==> config.mk <==
export PLATFORM = sky130hd
export DESIGN_NAME = mtg_out_skid
export DESIGN_NICKNAME = d
export VERILOG_FILES = /design/src/rtl/core/mtg_pkg.sv /design/src/rtl/core/mtg_out_skid.sv
export SDC_FILE = /design/constraint.sdc
export NUM_CORES = 1
export LEC_CHECK = 0
export ABC_AREA = 0
export ABC_CLOCK_PERIOD_IN_PS = 4100
export BUFFER_PORTS_ARGS = -buffer_cell sky130_fd_sc_hd__buf_2
export CELL_PAD_IN_SITES_DETAIL_PLACEMENT = 1
export CELL_PAD_IN_SITES_GLOBAL_PLACEMENT = 1
export CORE_ASPECT_RATIO = 0.7
export CORE_MARGIN = 4
export CORE_UTILIZATION = 43
export CTS_BUF_LIST = sky130_fd_sc_hd__clkbuf_16
export DETAILED_ROUTE_END_ITERATION = 8
export PLACE_DENSITY_LB_ADDON = 0.1
export SLEW_MARGIN = 20
export SYNTH_ARGS = -nofsm -noshare
export SYNTH_HDL_FRONTEND = slang
export SYNTH_SLANG_ARGS = --single-unit
export TNS_END_PERCENT = 100
==> constraint.sdc <==
create_clock -name clk -period 4.1 [get_ports clk]
set_input_delay 0.205 -clock clk [delete_from_list [all_inputs] [get_ports clk]]
set_output_delay 0.205 -clock clk [all_outputs]
set_load 0.05 [all_outputs]
==> src/rtl/core/mtg_pkg.sv <==
`timescale 1ns / 1ps

package mtg_pkg;

  localparam int STATE_DEPTH  = 624;
  localparam int TWIST_OFFSET = 397;
  localparam int IDX_W        = $clog2(STATE_DEPTH);

  typedef logic [31:0]      word_t;
  typedef logic [IDX_W-1:0] idx_t;

  localparam idx_t  LAST_IDX  = idx_t'(STATE_DEPTH - 1);
  localparam word_t SEED_RST  = 32'd5489;
  localparam word_t MT_MATRIX = 32'h9908_b0df;
  localparam word_t MT_MULT   = 32'd1812433253;
  localparam word_t TEMPER_B  = 32'h9d2c_5680;
  localparam word_t TEMPER_C  = 32'hefc6_0000;

  // One write port request into the state memory.
  typedef struct packed {
    logic  en;
    idx_t  addr;
    word_t data;
  } mem_wr_t;

  // Two-address read request; the data comes back registered, in the cycle after the request.
  typedef struct packed {
    logic en;
    idx_t addr_a;
    idx_t addr_b;
  } mem_rd_t;

endpackage

==> src/rtl/core/mtg_out_skid.sv <==
`timescale 1ns / 1ps

module mtg_out_skid (
  input  logic           clk,
  input  logic           rst_n,
  input  logic           push,
  input  mtg_pkg::word_t push_data,
  output logic           avail,
  output logic           out_valid,
  input  logic           out_ready,
  output mtg_pkg::word_t out_data
);
  import mtg_pkg::*;

  logic  out_valid_r;
  word_t out_data_r;
  logic  skid_valid_r;
  word_t skid_data_r;

  // The producer only pushes while the skid stage is empty.
  assign avail     = !skid_valid_r;
  assign out_valid = out_valid_r;
  assign out_data  = out_data_r;

  always_ff @(posedge clk) begin
    if (!rst_n) begin
      out_valid_r  <= 1'b0;
      skid_valid_r <= 1'b0;
    end else if (!out_valid_r || out_ready) begin
      if (skid_valid_r) begin
        out_valid_r  <= 1'b1;
        skid_valid_r <= 1'b0;
      end else begin
        out_valid_r <= push;
      end
    end else if (push) begin
      skid_valid_r <= 1'b1;
    end
  end

  always_ff @(posedge clk) begin
    if (!out_valid_r || out_ready) begin
      out_data_r <= skid_valid_r ? skid_data_r : push_data;
    end else if (push) begin
      skid_data_r <= push_data;
    end
  end

endmodule

Yosys cells after proc, flatten, opt, wreduce, memory -nomap -nowiden

Cells that the tools add are included.

Register bits after elaboration: 66
Input bits: 36
Output and inout port bits: 34
Logic and storage cells: 13

Mux-type cells: 2
Bitwise gates (word level): 2
Reductions and logical operators: 5

Operators by type and width:

| cell             | number |
|---|---|
| $mux 32          | 1 |
| $logic_not 1->1  | 2 |
| $not 1->1        | 2 |
| $reduce_and 2->1 | 1 |
| $reduce_or 2->1  | 1 |
| $logic_or 1x1->1 | 1 |
| $mux 1           | 1 |

Logic depth before layout (Yosys ltp)

Depth in word-level cells: 4
Depth in mapped cells: 4

Least setup slack after synthesis

OpenSTA, ideal clock, no wires.

Path kind: register to register
Start point: register out_valid_r (netlist: out_valid)
End point: register skid_data_r[0], enable pin
Setup time: 0.421 ns
Arrival time: 3.004 ns
Required time: 3.679 ns
Slack: 0.675 ns
Stages on the path, launching flop included: 3
Period minus slack after synthesis: 3.425 ns
Cells stage by stage: dfxtp_1 nand2b_1 nor2_1

Cells in the longest elaborated chain, start to end: 4

RTL lines:

| element                           | line               | RTL |
|---|---|---|
| start, declared                   | mtg_out_skid.sv:15 | `logic out_valid_r;` |
| start signal, assigned            | mtg_out_skid.sv:34 | `out_valid_r <= push;` |
| $logic_not 1->1                   | mtg_out_skid.sv:42 | `if (!out_valid_r \|\| out_ready) begin` |
| $logic_or 1x1->1                  | mtg_out_skid.sv:42 |  |
| $not 1->1 (no source line)        | -                  |  |
| $reduce_and 2->1 (no source line) | -                  |  |
| end signal, assigned              | mtg_out_skid.sv:45 | `skid_data_r <= push_data;` |
| end, declared                     | mtg_out_skid.sv:18 | `word_t skid_data_r;` |

No other way between the ends.
A chain may end at the register's enable or synchronous reset.

Final worst setup path

Start point: register out_valid_r (netlist: out_valid)
End point: register skid_data_r[9], enable pin

The elaborated chain is that of the path after synthesis.

==> impl_metrics.ini <==
[grt]
grt_usage_pct = 14.0
grt_pass1_vias = 1373
grt_max_degree = 36
globalRoute.totalOverflow = 0
antenna_found_initial = 0
grt_pass1_wl_um = 7170

[route]
routed_wl_um = 4530
drt_pass1_iterations = 4
via_count = 1231
drt-initial-drc-count = 28
ant_nets = 0
wl_per_cell_um = 17.1
routed_via_density = 4.65
drc = 0

[critical_path]
cp_slowest_cell = nor2_4
worst-path-stages = 2
path_buf_inv = 0
criticalPathCategory = reg -> reg
r2r-end = skid_data_r[9]$_DFFE_PP_
path_cells = nand2b_2 > nor2_4
r2r_cells = 2
cpPeakStageDelay_ns = 0.93
rrSetupSlack_ns = 1.92
r2r_start = out_valid$_SDFFE_PN0P_
cp_max_fo = 35
crit_family = simple AND/OR/NAND/NOR gates
crit_end = skid_data_r[9]$_DFFE_PP_
critical_path_required_ns = 4.04
crit_path_start = out_valid$_SDFFE_PN0P_
crit_arrival_ns = 2.13
end_kind = register
cp-start-kind = register

[clocking]
worstSkewPairLatency_ns = 0.33
cts_resized = 0
hold_buffers = 0
numCtsBuffers = 9
clkSinkCount = 66
clk_pin_slew_ns = 0.05
postCtsSetupBuffers = 0
cts-htree-levels = 3
clock_path_buffers = 2
cts_tree = yes
cts_root_buf = clkbuf_16

[placement]
post-place-ws_ns = 1.75
dp.final_hpwl_um = 2990
io_buffers = 69
post_dp_cell_area_um2 = 2920
gp_congestion = 0.773

[sta]
rsz0062_at_grt = no
maxSlewHeadroom_pct = 26.2
drv_slew = 0
setup_viol = 0
fin_crit_sh_pct = 53.3
tns_ns = 0
hold_ws_ns = 0.0674
post-route-min-period_ns = 2.18
tightest_slew_ns = 1.11
hold_viol_final = 0
worst_slack_ns = 1.92
finClkSkew_ns = 0.00429
fmax_mhz = 458

[pwr]
total_power_mw = 1.63
p_leak_nw = 1.27
power_per_cell_area_nw_per_um2 = 512
ir_worst_vdd_uv = 273

[final_layout]
final_layout_size_suffix_gt1_share_pct = 61.6
n_fill_cell = 554
finalInstanceArea_um2 = 3180
final_net_count = 221
areaGrowthSynthToFinish_pct = 24.9
diodes = 0

[floorplan]
die_w_um = 99.9
row_count = 23
core-area_um2 = 5730
pin_count = 70
dieArea_um2 = 7230
initial_core_util_pct = 44.4
die_h_um = 72.3

[hold_path]
hold_path.class = in -> reg

[synth]
yosys_warnings = 0
mappedNetlistArea_um2 = 2540
syn-num-nets = 145
synthDistinctLibCells = 12
synth_cells = 109
synth_seq_cells = 66
avgSynthCellArea_um2 = 23.3
synth-seq-area-share_pct = 77.2

[run]
maxCapViolCount = 0

[outcome]
status = completed
## worst register-to-register path, cell delays in order (launching register included)
cell and delay, ns:
dfxtp_1 0.35, nand2b_2 0.51, nor2_4 0.94
## per-stage QoR
step / util (%) / cells
floorplan: - / 109
global placement: 51.0 / 249
detailed placement: 51.0 / 249
CTS: 55.5 / 265
global route: 55.5 / 265
finish: 55.5 / 265
## cells in the final DEF (no fill, tap or decap), types with 2 or more instances in the layout
master	instances
buf_2	69
edfxtp_1	64
mux2_4	28
clkbuf_16	9
mux2_2	4
inv_1	4
clkinv_1	3
clkinv_2	2
## report_power, final
part | internal [mW] | total, mW | switching [mW]
sequential | 0.780 | 0.792 | 0.0126
combinational | 0.0552 | 0.180 | 0.125
clock | 0.395 | 0.654 | 0.259
## cells in the mapped netlist
master | number | area share [%]
edfxtp_1 | 64 | 76
mux2_4 | 28 | 17
mux2_2 | 4 | 1.8
buf_12 | 3 | 2.4
dfxtp_1 | 2 | 1.6
inv_1 | 2 | 0.30
a21boi_0 | 1 | 0.30
buf_6 | 1 | 0.44
nand2b_1 | 1 | 0.25
nor2_1 | 1 | 0.15
nor2_2 | 1 | 0.25
nor3b_2 | 1 | 0.49
## flip-flops by register name (all words and copies together) (netlist names)
register and count:
out_data 32, out_valid 1, skid_data_r 32, skid_valid_r 1
## routing by layer
layer  global-route usage (%)  vias up  wire (um)
met5                        0        -          0
met3                     8.93        6        417
li1                         -      578          -
met1                     16.4      600       1910
met4                     5.45        0         57
met2                     20.7       47       2140
## kinds of logic after synthesis
family,synth area share (%)
DFF,77.2
muxes,18.3
buffers and inverters,3.10
and+or+nand+nor,1.13
AOI/OAI and AO/OA,0.295
## final cells by class
type | count | area [um2] | share of cell area [%]
clock inverter | 7 | 28.8 | 0.906
multi-input combinational | 37 | 512 | 16.1
timing repair buffer | 69 | 345 | 10.9
inverter | 2 | 7.51 | 0.236
sequential | 66 | 1960 | 61.8
tap | 75 | 93.8 | 2.96
clock buffer | 9 | 225 | 7.09
## how the worst min path moves through the flow
stage | start | to | slack, ns | depth (start not counted)
after floorplan | push_data[0] | skid_data_r[0]$_DFFE_PP_ | 0.30 | 0
after global placement | push_data[14] | skid_data_r[14]$_DFFE_PP_ | 0.40 | 1
after detailed placement | push_data[6] | skid_data_r[6]$_DFFE_PP_ | 0.40 | 1
after CTS | push_data[6] | skid_data_r[6]$_DFFE_PP_ | 0.05 | 1
after global routing | push_data[6] | skid_data_r[6]$_DFFE_PP_ | 0.05 | 1
final | push_data[1] | skid_data_r[1]$_DFFE_PP_ | 0.07 | 1
(Power assumes the default switching activity.)
