==> src/rtl/core/mtg_pkg.sv <==
`timescale 1ns / 1ps

package mtg_pkg;

  localparam int STATE_DEPTH  = 624;
  localparam int TWIST_OFFSET = 397;
  localparam int IDX_W        = $clog2(STATE_DEPTH);

  typedef logic [31:0]      word_t;
  typedef logic [IDX_W-1:0] idx_t;

  localparam idx_t  LAST_IDX  = idx_t'(STATE_DEPTH - 1);
  localparam word_t SEED_RST  = 32'd5489;
  localparam word_t MT_MATRIX = 32'h9908_b0df;
  localparam word_t MT_MULT   = 32'd1812433253;
  localparam word_t TEMPER_B  = 32'h9d2c_5680;
  localparam word_t TEMPER_C  = 32'hefc6_0000;

  // One write port request into the state memory.
  typedef struct packed {
    logic  en;
    idx_t  addr;
    word_t data;
  } mem_wr_t;

  // Two-address read request; the data comes back registered, in the cycle after the request.
  typedef struct packed {
    logic en;
    idx_t addr_a;
    idx_t addr_b;
  } mem_rd_t;

endpackage

==> src/rtl/core/mtg_seeder.sv <==
`timescale 1ns / 1ps

module mtg_seeder (
  input  logic             clk,
  input  logic             rst_n,
  input  logic             start,
  input  mtg_pkg::word_t   seed,
  output mtg_pkg::mem_wr_t wr,
  output logic             last
);
  import mtg_pkg::*;

  logic  busy_r;
  idx_t  cnt_r;
  word_t prev_r;
  word_t fill_word;

  // One word of the initialization recurrence from the previous word.
  function automatic word_t seed_step(input word_t prev, input idx_t k);
    word_t x;
    x = prev ^ (prev >> 30);
    return x * MT_MULT + {{(32-IDX_W){1'b0}}, k};
  endfunction

  assign fill_word = (cnt_r == '0) ? seed : seed_step(prev_r, cnt_r);
  assign wr.en     = busy_r;
  assign wr.addr   = cnt_r;
  assign wr.data   = fill_word;
  assign last      = busy_r && (cnt_r == LAST_IDX);

  always_ff @(posedge clk) begin
    if (!rst_n) begin
      busy_r <= 1'b1;
      cnt_r  <= '0;
    end else if (start) begin
      busy_r <= 1'b1;
      cnt_r  <= '0;
    end else if (busy_r) begin
      if (cnt_r == LAST_IDX) begin
        busy_r <= 1'b0;
      end
      cnt_r <= cnt_r + idx_t'(1);
    end
  end

  always_ff @(posedge clk) begin
    if (busy_r) begin
      prev_r <= fill_word;
    end
  end

endmodule

==> config.mk <==
export PLATFORM = sky130hd
export DESIGN_NAME = mtg_seeder
export DESIGN_NICKNAME = d
export VERILOG_FILES = /design/src/rtl/core/mtg_pkg.sv /design/src/rtl/core/mtg_seeder.sv
export SDC_FILE = /design/constraint.sdc
export NUM_CORES = 1
export LEC_CHECK = 0
export BUFFER_PORTS_ARGS = -buffer_cell sky130_fd_sc_hd__buf_2
export CAP_MARGIN = 40
export CORE_MARGIN = 2
export CORE_UTILIZATION = 36
export DETAILED_ROUTE_END_ITERATION = 16
export GPL_TIMING_DRIVEN = 0
export SETUP_SLACK_MARGIN = 0.4
export SYNTH_ARGS = -nofsm -noshare
export SYNTH_HDL_FRONTEND = slang
export SYNTH_SLANG_ARGS = --single-unit
==> constraint.sdc <==
create_clock -name clk -period 16.7 [get_ports clk]
set_input_delay 0 -clock clk [delete_from_list [all_inputs] [get_ports clk]]
set_output_delay 0 -clock clk [all_outputs]
set_load 0.1 [all_outputs]
## Yosys cells after proc, flatten, opt, wreduce, memory -nomap -nowiden

Index checks and enable logic that the tools add are counted.

- Output and inout port bits: 44
- Register bits after elaboration: 43
- Logic and storage cells: 15

- Bitwise gates (word level): 2
- $mul: 1
- Add/sub/neg operators: 2
- Reductions and logical operators: 3
- Eq/ne operators: 1
- Multiplexer cells: 3

Operator list:

| operator | number |
|---|---|
| 32-bit by 10-bit adder with 32-bit output | 1 |
| 32-bit by 31-bit multiplier with 32-bit output (second input constant) | 1 |
| 32-bit 2-to-1 mux | 1 |
| 32-bit by 2-bit XOR with 32-bit output | 1 |
| 10-bit by 1-bit adder with 10-bit output (second input constant) | 1 |
| 10-bit == test (second input constant) | 1 |
| 10-bit zero test | 1 |
| 1-bit 2-to-1 mux | 2 |
| 2-bit OR reduction | 1 |
| 1-bit logical AND | 1 |
| 1-bit inverter | 1 |

## Depth between registers and ports, before layout

Gate-level depths: netlist of the first run.

- Depth in word-level cells: 4
- Depth in mapped cells: 26

## Worst setup path before layout of the first run

OpenSTA, ideal clock, no wires.

- Path type: register to register
- From: register prev_r[31]
- To: register prev_r[27] (data pin)
- Path buffers: 1
- Data arrival time: 8.193 ns
- Setup time: 0.639 ns
- Stages on the path, launching flop included: 25
- Setup slack: 7.868 ns
- Data required time: 16.061 ns
- Cells stage by stage: edfxtp_1 > xor2_1 > xor2_1 > ha_1 > or2_2 > ha_1 > inv_1 > fa_1 > inv_1 > ha_1 > fa_1 > fa_1 > fa_1 > inv_1 > fa_1 > inv_1 > ha_1 > clkbuf_2 > a21o_1 > a21oi_1 > o211ai_1 > a21oi_1 > a21oi_1 > o21a_1 > o31ai_1

RTL lines:

| element | line | source |
|---|---|---|
| from (decl) | mtg_seeder.sv:15 | `word_t prev_r;` |
| from (signal assigned) | mtg_seeder.sv:48 | `prev_r <= fill_word;` |

==> run summary, run 1 <==
The CTS tree is done. The detailed router finished its first iteration with 317 violations. The overall routed net length came out at 25600 microns.

The post-synthesis cell count came out at 1022. The final setup skew is 0.0121 ns. The slowest cell on the critical path is sky130_fd_sc_hd__fa_1. Fill cells in the final layout number 2787. The per-instance average area after synthesis came out at 10.0 sq um. The cell occurring most often along the worst timing path is sky130_fd_sc_hd__fa_1. The placed instances occupy a cell area of 11200 sq um. The mean number of vias per cell came out at 4.85. The global routing stage identified its most utilized layer as met2. The cell sitting at the root of the clock tree is a sky130_fd_sc_hd__clkbuf_16. The delay of the slowest cell on the worst path is 0.51 ns.

The total via count after detailed routing is 7264. The worst setup path is of the reg -> out kind. For this run the aggregate overflow at the end of global routing stands at 0. 0 antenna diodes ended up in the layout. Setup repair after global routing left no endpoint under its margin. The cell area after synthesis is 10300 sq um. The total area of multi-input combinational cells came out at 7990 sq um. Synthesis instantiated 61 different standard cells from the library. The area of all placed cells without fillers came out at 11400 sq um.

The final sum of negative setup slack came out at 0 ns. The post-CTS clock slew at the launch and capture registers of the worst setup and hold paths is 0.08 ns. The number of max-cap violations is 0. The post-route clock period utilization is 48.3%. The total of cells resized after clock tree synthesis came out at 0. The primary flip-flop cell chosen by synthesis mapping is sky130_fd_sc_hd__edfxtp_1. The transition time at the pin with the least slew margin is 0.786 ns.

The horizontal extent of the die came out at 173 microns. The number of buffers inserted by hold repair at cts came out at 8. The die span in y is 173 microns. The die footprint came out at 29900 sq um. The final number of max-transition violations is 0. Entering global routing, the biggest net connects 19 pins. The fraction of final layout cells with drive strength greater than 1 came out at 10.0%. The maximum fanout count along the critical path is 7. The final hold violation count was 0. The setup slack of the critical path after layout came out at 8.64 ns.

The data arrival time of the critical path is 8.06 ns. The met1 usage came out at 24.6%. The first detailed-routing pass ran for 5 iterations.

The min-delay analysis places its worst path in the category in -> reg. The number of antenna violations at the first check in global routing came to 0. The number of input and output port buffers inserted came out at 78.

The number of rows created at floorplan is 61. The via count of the first global-routing pass came out at 7711. The clock period could shrink to 8.06 ns. The first-pass GRT wire length came out at 41400 microns. Of the synthesized area, sequential elements account for 11.5%.

The fmax came out at 124 MHz. The final net count came out at 1546. The worst setup path is captured at a primary output. The weighted congestion reported at the end of routability-driven placement is 0.841. After floorplanning, the core was sized to cover 27900 sq um. The area added between synthesis and finish is 11.4%. No sink is reached through more buffers than the 2 on the longest clock path. On the final layout, the worst hold slack is 0.00611 ns.

The required time at the worst-slack endpoint came out at 16.70 ns. Yosys mapped a number of flops with a built-in enable equal to 32. The post-place setup slack is 8.94 ns. The clock latency reported for the late side of the worst-skew pair is 0.32 ns.

The top-area cell type share of the netlist area is 29.9%. The initial core utilization came out at 36.7%. After synthesis, the share of flip-flops with an asynchronous set or reset is 0%. Global routing used 28.8% of the available met2 tracks.

The area of all sequential standard cells is 1180 sq um. The clock drives 43 sinks. Once detailed placement completed, the half-perimeter wirelength came to 21700 microns. The cell type with the highest aggregate area in the netlist is sky130_fd_sc_hd__fa_1. For this run, the total global-route usage over all layers was measured as 17.9%.

The post-CTS setup buffer count came out at 0. The count of nets left with antenna violations after detail routing is 0. The headroom to the max-slew limit came out at 47.6%.

The number of clock buffers added by TritonCTS is 5. The Yosys step of the flow raised 0 warnings. The level count of the clock H-tree is 2. The number of top-level design ports is 79. The number of storage elements in the synthesis netlist is 43. In the post-synthesis netlist, the biggest area contributors are sky130_fd_sc_hd__fa_1, sky130_fd_sc_hd__ha_1, sky130_fd_sc_hd__inv_1, sky130_fd_sc_hd__edfxtp_1, sky130_fd_sc_hd__xnor2_1. The number of nets handed over by synthesis was 1449. The run finished with clean final reports. After detailed routing, the number of remaining DRC violations is 0.

The met3 layer usage reported by global route is 3.08%. The number of endpoints failing setup at the final stage came out at 0. The routed length per placed instance is 17.1 microns. The nature of the critical path startpoint is a register.
==> layer usage <==
metal	vias up	routed length (microns)
met2	161	11700
met1	3603	12000
met4	0	708
li1	3466	-
met5	-	0
met3	34	1170
==> critical path, delay by kind of cell (launching register included) <==
family	cells	cell delay, ns
adders and majority gates	9	3.39
AOI/OAI and AO/OA	5	1.42
buffers and inverters	7	1.09
xor gates and xnor gates	3	0.69
and+or+nand+nor	3	0.68
DFF	1	0.47
==> through the flow <==
stage / utilization (%) / std cells
2_1_floorplan: - / 1022
3_3_place_gp: 39.8 / 1478
3_5_place_dp: 40.0 / 1482
4_1_cts: 40.9 / 1498
5_1_grt: 40.9 / 1498
6_report: 40.9 / 1498
==> worst paths after layout <==
path / startpoint / endpoint / slack [ns] / cells after the start
max: prev_r[31] / wr[30] / 8.64 / 27
min: seed[1] / prev_r[1] / 0.006 / 3
max reg2reg: prev_r[31] / prev_r[30] / 9.15 / 26
min reg2reg: cnt_r[0] / cnt_r[0] / 0.65 / 2
==> layout make-up <==
type / count / share of cell area (%)
flip-flops and latches: 43 / 10.3
inverters: 267 / 8.77
repair buffers: 90 / 4.59
clock inverters: 1 / 0.0766
well taps: 378 / 4.14
plain buffers: 14 / 0.733
multi-input cells: 698 / 69.9
clock buffers: 7 / 1.43
==> cells in the final DEF (no fill, tap or decap), drive strengths merged, types with 4 or more instances in the layout <==
master       synthesis  routed
xor2                20      20
buf                  4      86
dlygate4sd3          0       8
o21a                 6       6
inv                267     268
nor2                37      37
dfxtp               11      11
nand3               11      11
a21o                16      16
nor3                 6       6
clkbuf               9      16
fa                 153     153
xnor2               45      45
o21ai               23      23
a31oi                4       4
edfxtp              32      32
nand2               47      47
nand2b               6       6
ha                 239     239
a211oi               5       5
a21oi               33      33
nand4               11      11
==> sequential cells by signal (all words and copies together) (netlist names) <==
register,flops
busy_r,1
prev_r,32
cnt_r,10
==> Yosys cell counts (3+ instances only) <==
library cell / number
sky130_fd_sc_hd__xnor2_1: 45
sky130_fd_sc_hd__ha_1: 239
sky130_fd_sc_hd__a31oi_1: 3
sky130_fd_sc_hd__clkbuf_1: 7
sky130_fd_sc_hd__inv_1: 267
sky130_fd_sc_hd__o21ai_0: 17
sky130_fd_sc_hd__nand4_1: 11
sky130_fd_sc_hd__dfxtp_1: 11
sky130_fd_sc_hd__o21a_1: 6
sky130_fd_sc_hd__a21o_1: 14
sky130_fd_sc_hd__nor2_1: 37
sky130_fd_sc_hd__edfxtp_1: 32
sky130_fd_sc_hd__nor3_1: 6
sky130_fd_sc_hd__fa_1: 153
sky130_fd_sc_hd__xor2_1: 20
sky130_fd_sc_hd__o21ai_1: 5
sky130_fd_sc_hd__a211oi_1: 4
sky130_fd_sc_hd__nand2_1: 47
sky130_fd_sc_hd__a21oi_1: 32
sky130_fd_sc_hd__nand2b_1: 6
sky130_fd_sc_hd__nand3_1: 11
==> logic make-up after synthesis <==
family          share of synthesized area (%)
fa+ha+maj                                59.0
buf+inv                                  10.6
simple gates                             6.11
compound gates                           7.04
xor+xnor                                 5.55
flops                                    11.5
mux                                     0.207
Power of run 1 is not shown: default switching activity piles up to over one toggle a cycle in this logic, so the estimate is an artifact.
==> run 2, diff against run 1 <==
==> constraint.sdc (replaced) <==
create_clock -name clk -period 8.3 [get_ports clk]
set_input_delay 0 -clock clk [delete_from_list [all_inputs] [get_ports clk]]
set_output_delay 0 -clock clk [all_outputs]
set_load 0.1 [all_outputs]
==> run summary, run 2 (same netlist as run 1, synthesis figures left out) <==
The run finished with clean final reports. The area added between synthesis and finish is 12.4%. Clock tree synthesis selected as its root buffer the cell sky130_fd_sc_hd__clkbuf_16. The number of endpoints failing setup at the final stage is 0. The detailed placer's ending HPWL came out at 22000 microns. The most common cell after layout, fill and taps aside is sky130_fd_sc_hd__inv_1.

TritonCTS created 5 clock buffers. The total global routing overflow came out at 0. The clock drives 43 sinks. The number of max-cap violations came out at 0.

Setup repair after global routing could not meet its margin everywhere. The cell count after placement came out at 1484. The slowest stage of the critical path is the sky130_fd_sc_hd__fa_1 cell.

In this design, the critical path's most frequently occurring cell is sky130_fd_sc_hd__fa_1. The transition time at the pin with the least slew margin came out at 0.671 ns. The CTS tree is done. STA classifies the critical path endpoint as a primary output. The number of input and output port buffers inserted came out at 78. After floorplanning, the core was divided into 61 placement rows. The die span in y came out at 173 microns. The final number of max-transition violations is 0. The minimum clock period came out at 7.59 ns. On the worst path, the slowest cell contributes a delay of 0.51 ns. The weighted congestion reported at the end of routability-driven placement came out at 0.838.

CTS built an H-tree with a depth of 2. The die is 173 microns wide. The number of antenna repair diodes came out at 0.

The mean number of vias per cell is 4.85. The placeable core region came out at 27900 sq um. The via count of the first global-routing pass was 7719.

The pin count of the biggest net entering global routing came out at 19. The maximum fanout count along the critical path is 7. After routing, the total negative slack on setup checks comes to 0 ns. The first-pass detailed-route iteration total came out at 5. The first-pass GRT wire length is 42200 microns.

The final hold violation count came out at 0. The clock latency reported for the late side of the worst-skew pair is 0.31 ns. The headroom to the max-slew limit is 55.3%.

The first-iteration detailed-routing DRC count is 322. In the routed design, unresolved DRC markers number 0. The overall track demand over capacity in global routing came out at 18.3%. Counting flops per register, the top entry is prev_r. Clock skew on the completed layout was measured at 0.0121 ns.

The final layout contains 1550 nets. The count of nets left with antenna violations after detail routing is 0. Based on the critical path, the design can be clocked at up to 132 MHz. The nature of the critical path startpoint is a register. The data arrival time of the critical path came out at 7.59 ns. The die footprint came out at 29900 sq um. After clock tree synthesis, the clock-pin slew on the worst setup and hold paths is 0.08 ns.

In this run the count of I/O pins placed on the die edge is 79. The routed length per placed instance came out at 17.3 microns. The critical path is of the reg -> out type. The number of antenna violations at the first check in global routing is 0. The post-route clock period utilization is 91.4%. The flip-flop count of the largest register after layout is 32. The top cell types in the final layout, fill and taps aside, are sky130_fd_sc_hd__inv_1, sky130_fd_sc_hd__ha_1, sky130_fd_sc_hd__fa_1.

The min-delay analysis places its worst path in the category in -> reg. The critical path buffer and inverter count came out at 7. Across all layers, the routed design uses 7290 vias.

The number of standard cells in the layout, taps in and fillers out came out at 1502. The kind of cell with the highest combined delay on the critical path is adder cells. The maximum root-to-sink buffer count came out at 2. The fraction of final layout cells with drive strength greater than 1 is 11.0%.

Once the floorplan was initialized, standard cells occupied 36.7% of the core. The filler cell count in the final layout came out at 2799. The overall routed net length came out at 26000 microns.

The largest registers in the layout are prev_r (32), cnt_r (10), busy_r (1). The required time at the worst-slack endpoint came out at 8.30 ns.
## run 2: cell count changes in the layout (fill, tap and decap cells not counted), sizes merged
cell  before  now
buf       86   89
inv      268  269
## run 2: layout make-up
class	instances	area [sq um]	share of cell area, %
multi-input combinational	698	8040	69.7
sequential	43	1180	10.3
inverter	267	1000	8.69
timing repair buffer	94	583	5.06
tap	378	473	4.10
clock buffer	6	150	1.30
buffer	14	83.8	0.727
clock inverter	2	15.0	0.130
## run 2: final timing paths
path                                 start    endpoint  slack (ns)  cells after the start
worst max-delay path            prev_r[31]      wr[29]        0.71                     28
worst min-delay path               seed[7]   prev_r[7]       0.005                      3
worst max register to register  prev_r[31]  prev_r[29]        1.11                     27
worst min register to register    cnt_r[0]    cnt_r[0]        0.64                      2
## run 2: stage by stage
stage               util, %  worst slack, ns  area, sq um  hold WS [ns]
finish                 41.3            0.712        11500       0.00491
CTS                    41.1            0.444        11500       0.00263
global placement       39.9          0.00523        11100         0.287
detailed placement     40.2            0.579        11200         0.294
global route           41.3            0.359        11500       0.00779
floorplan                 -            0.428        10300         0.167
## run 2: routing by layer
metal | vias up | global-route usage, % | part of all wire (%)
met2 | 169 | 29.9 | 46
li1 | 3478 | - | -
met1 | 3614 | 25.1 | 46
met4 | 0 | 5.01 | 2.6
met5 | - | 0 | 0
met3 | 29 | 2.88 | 5.2
## run 2: what timing repair did
item                                    in CTS  in global routing
hold buffers                                 8                  0
pin swaps                                    0                  1
resized for setup                            4                  8
endpoints found under the setup margin       4                  6
setup buffers                                0                  2
hold endpoints to repair                     7                  0
## run 2: worst register-to-register path, delay by kind of cell (launching register included)
family	cells	cell delay, ns
adders and majority gates	9	3.31
AOI/OAI and AO/OA	7	1.54
and+or+nand+nor	3	0.57
buffers and inverters	6	0.53
DFF	1	0.50
xor gates and xnor gates	2	0.48
Power of run 2 is left out for the same reason.
